===== config.mk =====
export PLATFORM = sky130hd
export DESIGN_NAME = ffba_ctrl
export DESIGN_NICKNAME = d
export VERILOG_FILES = /design/src/hdl/ffba_pkg.sv /design/src/hdl/ffba_ctrl.sv
export SDC_FILE = /design/constraint.sdc
export NUM_CORES = 1
export LEC_CHECK = 0
export BUFFER_PORTS_ARGS = -buffer_cell sky130_fd_sc_hd__buf_4
export CAP_MARGIN = 20
export CELL_PAD_IN_SITES_DETAIL_PLACEMENT = 1
export CELL_PAD_IN_SITES_GLOBAL_PLACEMENT = 2
export CORE_AREA = 2 2 55 57
export CTS_BUF_LIST = sky130_fd_sc_hd__clkbuf_2 sky130_fd_sc_hd__clkbuf_4 sky130_fd_sc_hd__clkbuf_8
export CTS_CLUSTER_DIAMETER = 40
export DETAILED_ROUTE_END_ITERATION = 7
export DIE_AREA = 0 0 57 59
export PLACE_DENSITY_LB_ADDON = 0.1
export SLEW_MARGIN = 25
export SYNTH_ARGS = -nofsm -noshare
export SYNTH_HDL_FRONTEND = slang
export SYNTH_SLANG_ARGS = --single-unit

===== constraint.sdc =====
create_clock -name i_clk -period 3.5 [get_ports i_clk]
set_input_delay 0.35 -clock i_clk [delete_from_list [all_inputs] [get_ports i_clk]]
set_output_delay 0.35 -clock i_clk [all_outputs]
set_load 0.02 [all_outputs]

===== src/hdl/ffba_pkg.sv =====
// Shared types, codes and command/status bundles for the first-fit block allocator.
package ffba_pkg;

    localparam logic [1:0] OP_INIT  = 2'd0;
    localparam logic [1:0] OP_ALLOC = 2'd1;
    localparam logic [1:0] OP_FREE  = 2'd2;

    localparam logic [1:0] ST_DONE   = 2'd0;
    localparam logic [1:0] ST_NOFIT  = 2'd1;
    localparam logic [1:0] ST_REJECT = 2'd2;

    localparam int          NEED_W         = 15;
    localparam int          CFG_W          = 17;
    localparam logic [16:0] HEAP_BYTES_RST = 17'h10000;

    typedef struct packed {
        logic [1:0]  opcode;
        logic [16:0] request_bytes;
        logic [15:0] payload_address;
    } t_in_beat;

    typedef struct packed {
        logic [1:0]  status;
        logic [15:0] result_address;
    } t_out_beat;

    typedef enum logic [1:0] {
        RS_ZERO,
        RS_HDR,
        RS_NEXT
    } t_rd_sel;

    typedef enum logic [2:0] {
        WS_NONE,
        WS_INIT,
        WS_TAKE,
        WS_SPLIT,
        WS_FREE,
        WS_KEEP,
        WS_MERGE
    } t_wr_sel;

    typedef struct packed {
        logic       load;
        logic       rd_en;
        t_rd_sel    rd_sel;
        logic       cur_ld;
        logic       hdr_ld;
        t_wr_sel    wr_sel;
        logic       res_ld;
        logic [1:0] res_code;
        logic       res_addr_en;
        logic       out_ld;
    } t_ctl_cmd;

    typedef struct packed {
        logic [1:0] op;
        logic       req_zero;
        logic       ready;
        logic       limit_zero;
        logic       free_skip;
        logic       hdr_zero;
        logic       next_out;
        logic       fits;
        logic       split;
        logic       split_in;
        logic       nx_free;
        logic       out_free;
    } t_ctl_sts;

endpackage


===== src/hdl/ffba_ctrl.sv =====
// Controller state machine sequencing init, allocate walk and free merge.
module ffba_ctrl
    import ffba_pkg::*;
(
    input  logic     i_clk,
    input  logic     i_rst_n,
    input  logic     i_in_valid,
    input  t_ctl_sts i_sts,
    output logic     o_in_stall,
    output t_ctl_cmd o_cmd
);

    typedef enum logic [6:0] {
        S_IDLE    = 7'b0000001,
        S_DECODE  = 7'b0000010,
        S_WALK    = 7'b0000100,
        S_SPLIT   = 7'b0001000,
        S_FREE    = 7'b0010000,
        S_FREE_NX = 7'b0100000,
        S_FINISH  = 7'b1000000
    } t_state;

    t_state r_state;
    t_state n_state;

    always_ff @(posedge i_clk) begin
        if (!i_rst_n) begin
            r_state <= S_IDLE;
        end else begin
            r_state <= n_state;
        end
    end

    always_comb begin
        n_state = r_state;
        o_cmd   = '0;
        o_cmd.rd_sel = RS_ZERO;
        o_cmd.wr_sel = WS_NONE;
        case (r_state)
            S_IDLE: begin
                if (i_in_valid) begin
                    o_cmd.load = 1'b1;
                    n_state    = S_DECODE;
                end
            end
            S_DECODE: begin
                o_cmd.res_ld = 1'b1;
                n_state      = S_FINISH;
                case (i_sts.op)
                    OP_INIT: begin
                        o_cmd.wr_sel   = WS_INIT;
                        o_cmd.res_code = ST_DONE;
                    end
                    OP_ALLOC: begin
                        if (i_sts.req_zero || !i_sts.ready) begin
                            o_cmd.res_code = ST_REJECT;
                        end else if (i_sts.limit_zero) begin
                            o_cmd.res_code = ST_NOFIT;
                        end else begin
                            o_cmd.res_ld = 1'b0;
                            o_cmd.rd_en  = 1'b1;
                            o_cmd.rd_sel = RS_ZERO;
                            o_cmd.cur_ld = 1'b1;
                            n_state      = S_WALK;
                        end
                    end
                    OP_FREE: begin
                        if (!i_sts.ready) begin
                            o_cmd.res_code = ST_REJECT;
                        end else if (i_sts.free_skip) begin
                            o_cmd.res_code = ST_DONE;
                        end else begin
                            o_cmd.res_ld = 1'b0;
                            o_cmd.rd_en  = 1'b1;
                            o_cmd.rd_sel = RS_HDR;
                            o_cmd.cur_ld = 1'b1;
                            n_state      = S_FREE;
                        end
                    end
                    default: begin
                        o_cmd.res_code = ST_REJECT;
                    end
                endcase
            end
            S_WALK: begin
                o_cmd.hdr_ld = 1'b1;
                if (i_sts.hdr_zero) begin
                    o_cmd.res_ld   = 1'b1;
                    o_cmd.res_code = ST_NOFIT;
                    n_state        = S_FINISH;
                end else if (i_sts.fits) begin
                    o_cmd.wr_sel = WS_TAKE;
                    if (i_sts.split) begin
                        n_state = S_SPLIT;
                    end else begin
                        o_cmd.res_ld      = 1'b1;
                        o_cmd.res_code    = ST_DONE;
                        o_cmd.res_addr_en = 1'b1;
                        n_state           = S_FINISH;
                    end
                end else if (i_sts.next_out) begin
                    o_cmd.res_ld   = 1'b1;
                    o_cmd.res_code = ST_NOFIT;
                    n_state        = S_FINISH;
                end else begin
                    o_cmd.rd_en  = 1'b1;
                    o_cmd.rd_sel = RS_NEXT;
                    o_cmd.cur_ld = 1'b1;
                end
            end
            S_SPLIT: begin
                if (i_sts.split_in) begin
                    o_cmd.wr_sel = WS_SPLIT;
                end
                o_cmd.res_ld      = 1'b1;
                o_cmd.res_code    = ST_DONE;
                o_cmd.res_addr_en = 1'b1;
                n_state           = S_FINISH;
            end
            S_FREE: begin
                o_cmd.hdr_ld = 1'b1;
                if (!i_sts.next_out && !i_sts.hdr_zero) begin
                    o_cmd.rd_en  = 1'b1;
                    o_cmd.rd_sel = RS_NEXT;
                    n_state      = S_FREE_NX;
                end else begin
                    o_cmd.wr_sel   = WS_FREE;
                    o_cmd.res_ld   = 1'b1;
                    o_cmd.res_code = ST_DONE;
                    n_state        = S_FINISH;
                end
            end
            S_FREE_NX: begin
                o_cmd.wr_sel   = i_sts.nx_free ? WS_MERGE : WS_KEEP;
                o_cmd.res_ld   = 1'b1;
                o_cmd.res_code = ST_DONE;
                n_state        = S_FINISH;
            end
            S_FINISH: begin
                if (i_sts.out_free) begin
                    o_cmd.out_ld = 1'b1;
                    n_state      = S_IDLE;
                end
            end
            default: begin
                n_state = S_IDLE;
            end
        endcase
    end

    assign o_in_stall = (r_state != S_IDLE);

`ifndef NO_ASSERTIONS
    a_split_after_take: assert property (@(posedge i_clk) disable iff (!i_rst_n)
        (r_state == S_SPLIT) |-> ($past(o_cmd.wr_sel) == WS_TAKE))
        else $error("split state entered without a take write");
    a_out_only_free: assert property (@(posedge i_clk) disable iff (!i_rst_n)
        o_cmd.out_ld |-> i_sts.out_free)
        else $error("result loaded into a full output stage");
    a_load_then_decode: assert property (@(posedge i_clk) disable iff (!i_rst_n)
        o_cmd.load |=> (r_state == S_DECODE))
        else $error("accepted beat not decoded");
`endif

endmodule


==> results.toml, run 1 <==
[detailed_routing]
drtIter0Drc = 13
dr.pass1.iters = 4
routedWlPerCell_um = 14.1
vias = 867
drc = 0
ant_nets = 0
routed_wl_um = 2340
viasPerCell = 5.22

[place]
place.gp.congestion = 0.838
dpl.hpwl_um = 1960
dpl-instance-area_um2 = 980
portBuffers = 30

[floorplanning]
die_height_um = 59
die_w_um = 57
io_pins = 31
coreArea_um2 = 2710
dieArea_um2 = 3360
start_util_pct = 26.6
rows = 19

[global_route]
grt_first_pass_wirelength_um = 4030
grt_use_total_pct = 15.7
grt_pass1_vias = 884
antenna_found_initial = 0
grt_util_met1_pct = 20.7
grtUsageMet2_pct = 24.5
overflow = 0
grt_busiest_layer = "met2"
grt_util_met3_pct = 5.46
grt_max_degree = 10

[logic_synthesis]
ys_ff_latch = 7
synth_area_per_cell_um2 = 7.07
synth_cell_types = 36
syn_inst = 102
synth_nets = 122
synth-seq-area-share_pct = 19.4
syn_area_um2 = 721
ys_warn_count = 0

[final_layout]
final_nets = 156
multi_input_area_um2 = 549
n_antenna_cell = 0
ff_latch_area_um2 = 140
num-fill-cells = 359
syn_to_final_growth_pct = 39.8
drive_above_1_share_pct = 30.4
fin_util_pct = 37.2
final_area_um2 = 1010
largest_reg_flops = 7
reg_top3 = "r_state x7"
regMostFlops = "r_state"

[clocking]
h-tree-depth = 1
clock_sinks = 7
clock_latency_ps = 260
cts.reportedPaths.clkPinSlew_ps = 60
numCtsBuffers = 3
cts_setup_buffers = 0
cts_tree = "built"
clockBufferDepth = 2
clockRootBuffer = "clkbuf_4"
cts_resized = 0
hold_buffers = 0

[sta]
finalSetupTns_ps = 0
rsz0062_at_grt = "no"
drv_slew = 0
whs_ps = 340
worst_clock_skew_ps = 8.37
finalHoldViolCount = 0
finalCritPeriodShare_pct = 63.4
fmax_ghz = 0.451
finalWorstPathRequiredPeriod_ps = 2220
slew-limit-headroom_pct = 73.5
tightest_slew_ps = 393
setup_viol = 0

[pwr]
leakage_nw = 0.484
peakVddDrop_uv = 166
p_per_area_nw_per_um2 = 228
p_total_w = 0.000230

[worst_setup_path]
worstPathRequired_ps = 3150
reg2reg_depth = 4
worstSetupStartpointType = "flop"
r2r_slack_ps = 1970
crit_type = "flop to output port"
crit_path_end_kind = "output port"
critPathArrivalTime_ps = 1870
cp_max_fo = 8

[run]
drv_cap = 0

[outcome]
status = "finished, final reports clean"

[min_path]
min_path_type = "input pin to flop"
min_path_cells = 2
-- kinds of logic after synthesis --
group,after synthesis,synth area share [%]
buffers and inverters,8,4.34
AND/OR/NAND/NOR,62,49.5
flip-flops,7,19.4
adder cells (fa/ha/maj),4,6.94
AO/OA/AOI/OAI,21,19.8
-- cells in the final DEF, fill, tap and decap left out, types with 2 or more instances in the layout --
master | netlist | routed
buf_4 | 0 | 30
nor2_1 | 13 | 13
nand2_1 | 10 | 10
inv_1 | 7 | 7
dfxtp_1 | 7 | 7
nand3_1 | 6 | 6
nand2b_1 | 5 | 5
a21oi_1 | 5 | 5
and3_1 | 4 | 4
ha_1 | 4 | 4
nor2b_1 | 3 | 3
o21ai_0 | 3 | 3
or3_1 | 3 | 3
clkbuf_4 | 0 | 3
nor4_2 | 2 | 2
o31ai_1 | 2 | 2
o21ai_1 | 2 | 2
nand3b_1 | 2 | 2
o211ai_1 | 2 | 2
nor3b_1 | 2 | 2
nor3_1 | 2 | 2
and2_1 | 2 | 2
-- synth_stat cells (all sizes together) --
library cell	number	area share (%)
a21boi	1	1.6
a21oi	5	3.5
a31oi	1	0.87
and2	2	1.7
and2b	1	1.0
and3	4	3.5
and3b	1	1.2
buf	1	0.69
dfxtp	7	19
ha	4	6.9
inv	7	3.6
nand2	10	5.2
nand2b	5	4.3
nand3	7	5.6
nand3b	2	2.1
nor2	14	7.6
nor2b	3	2.6
nor3	3	2.8
nor3b	2	2.1
nor4	3	4.3
o211ai	2	2.1
o21ai	5	3.5
o221ai	1	1.2
o22ai	1	0.87
o311a	1	1.4
o311ai	1	1.2
o31ai	2	2.1
o41a	1	1.6
or3	3	2.6
or3b	1	1.2
or4	1	1.6
-- per-stage QoR --
| step | cells | setup slack, ps |
|---|---|---|
| 2_1_floorplan | 102 | 1660 |
| 4_1_cts | 166 | 1270 |
| 6_report | 166 | 1280 |
| 3_3_place_gp | 162 | 1600 |
| 5_1_grt | 166 | 1170 |
| 3_5_place_dp | 162 | 1580 |
-- worst paths after layout --
| check | startpoint | endpoint |
|---|---|---|
| worst min register to register | r_state[0] | r_state[1] |
| worst min-delay path | i_rst_n | r_state[0] |
| worst max-delay path | r_state[1] | o_cmd[12] |
| worst max register to register | r_state[1] | r_state[2] |
-- routing by layer --
layer / share of wire, % / routed length (µm) / vias to the layer above
li1: - / - / 433
met1: 47 / 1110 / 407
met2: 46 / 1090 / 25
met3: 5.9 / 139 / 2
met4: 0.30 / 7 / 0
met5: 0 / 0 / -
-- worst max-delay path, cell delays in order, from the launching register on --
cell	delay [ps]
dfxtp_1	390
nor3_2	270
nand3_2	180
or4_4	490
o211ai_1	110
buf_4	170
-- final cells by class --
cell class / count / share of cell area (%)
multi-input combinational: 87 / 54.5
clock buffer: 3 / 2.24
inverter: 7 / 2.61
timing repair buffer: 30 / 22.4
sequential: 7 / 13.9
tap: 31 / 3.85
clock inverter: 1 / 0.497
-- power breakdown --
group | switching (W) | internal, W
clock | 0.0000333 | 0.0000419
sequential | 0.00000559 | 0.0000822
combinational | 0.0000351 | 0.0000316
(Power assumes the default switching activity.)
==> run 2, diff against run 1 <==
- ABC_AREA: default -> 1
- CORE_AREA: 2 2 55 57 -> 2 2 60 62
- DIE_AREA: 0 0 57 59 -> 0 0 62 64
- clock period: 3.5 -> 2.1 ns (I/O delays scaled with it)
==> results.toml, run 2 <==
[final_layout]
regMostFlops = "r_state"
largest_reg_flops = 7
fin_util_pct = 30.6
final_nets = 179
syn_to_final_growth_pct = 44.6
layout.cells.non_filler = 204
final_common_cell = "nand2_1"
drive_above_1_share_pct = 31.0
layout_common_cells = "nand2_1, buf_4, inv_1"
n_antenna_cell = 0
reg_top3 = "r_state x7"

[min_path]
min_path_type = "input pin to flop"
min_from = "i_rst_n"

[logic_synthesis]
synth_nets = 144
ys.flop_type = "dfxtp_1"
yosysMostFrequentCell = "nand2_1"
ys_warn_count = 0
synth-seq-area-share_pct = 20.1
synth_edf_count = 0
synth_cell_types = 19
syn_inst = 124
synth_largest_area_cell = "dfxtp_1"
synthArstFlopShare_pct = 0
ys_ff_latch = 7
synth_area_per_cell_um2 = 5.61
synth_common_cells = "nand2_1, inv_1, nor2_1"
netlist.area_leader.share_pct = 20.1
yosys-top-cells-area = "dfxtp_1, nand2_1, nand3_1"
syn_area_um2 = 696

[pwr]
leakage_nw = 0.595
peakVddDrop_uv = 238
p_per_area_nw_per_um2 = 381
p_total_w = 0.000383

[sta]
drv_slew = 0
slew-limit-headroom_pct = 74.8
rsz0062_at_grt = "no"
worst_clock_skew_ps = 3.02
finalSetupTns_ps = 0
tightest_slew_ps = 375
fmax_ghz = 0.568
finalCritPeriodShare_pct = 83.8
finalHoldViolCount = 0
whs_ps = 156
finalWorstPathRequiredPeriod_ps = 1760
setup_viol = 0

[detailed_routing]
routedWlPerCell_um = 11.2
drtIter0Drc = 16
drc = 0
dr.pass1.iters = 4
viasPerCell = 4.25
ant_nets = 0
routed_wl_um = 2280
vias = 866

[floorplanning]
start_util_pct = 21.2
dieArea_um2 = 3970
die_height_um = 64
coreArea_um2 = 3280
rows = 21
io_pins = 31
die_w_um = 62

[place]
place_inst = 200
place.gp.congestion = 0.759
portBuffers = 30
dpl.hpwl_um = 2070

[worst_setup_path]
r2r-start = "r_state[4]"
crit_type = "flop to output port"
cp_max_fo = 7
crit_path_end_kind = "output port"
critPathArrivalTime_ps = 1550
worstSetupStartpointType = "flop"
worstPathRequired_ps = 1890
critPathLaunch = "r_state[6]"

[global_route]
antenna_found_initial = 0
overflow = 0
grt_first_pass_wirelength_um = 3820
grt_pass1_vias = 898
grt_use_total_pct = 13.0
grt_max_degree = 8

[clocking]
cts_tree = "built"
hold_buffers = 0
clock_latency_ps = 260
cts_setup_buffers = 0
clockBufferDepth = 2
clock_sinks = 7
cts_resized = 0
h-tree-depth = 1
cts.reportedPaths.clkPinSlew_ps = 60
numCtsBuffers = 3
clockRootBuffer = "clkbuf_4"

[outcome]
status = "finished, final reports clean"

[run]
drv_cap = 0
[run 2: cell families (layout without fill, tap and decap cells)]
logic type / count (synthesis) / count (layout) / synth area share (%)
fa+ha+maj: 4 / 4 / 7.19
simple gates: 79 / 79 / 51.6
compound gates: 10 / 10 / 8.09
flops: 7 / 7 / 20.1
buf+inv: 24 / 58 / 12.9
[run 2: area by class of cell]
class | count | area [µm²]
flip-flops and latches | 7 | 140
inverters | 24 | 90.1
clock inverters | 1 | 5.00
multi-input cells | 93 | 465
well taps | 46 | 57.6
clock buffers | 3 | 22.5
fillers | 445 | 2280
repair buffers | 30 | 225
[run 2: routing by layer]
metal / share of wire [%] / wire length [µm] / track usage (%)
met1: 48 / 1100 / 17.1
met5: 0 / 0 / 0
met4: 0.44 / 10 / 1.60
met2: 46 / 1050 / 20.3
met3: 5.3 / 122 / 5.06
[run 2: metrics by stage]
stage / instance area (µm²) / setup slack (ps)
6_report: 1010 / 340
5_1_grt: 1010 / 136
4_1_cts: 1010 / 305
3_5_place_dp: 978 / 597
3_3_place_gp: 978 / 633
2_1_floorplan: 696 / 622
[run 2: path summary, 6_finish.rpt]
kind,to,slack (ps),cells after the start
setup / recovery,o_cmd[12],340,8
hold / removal,r_state[6],160,3
setup reg to reg,r_state[0],780,6
hold reg to reg,r_state[0],680,4
[run 2: where the power goes]
part / internal [W] / switching (W) / leakage, nW
Sequential: 0.000137 / 0.00000436 / 0.0569
Clock: 0.0000699 / 0.0000567 / 0.0177
Combinational: 0.0000483 / 0.0000663 / 0.520
Total: 0.000256 / 0.000127 / 0.595
[run 2: worst max-delay path, stage by stage, from the launching register on]
cell     delay (ps)
dfxtp_1         350
inv_2            70
nand2_2          50
nor2_4          200
nand2_2         140
nor2_2          140
o21ai_1         100
nand3_1          80
buf_4           150
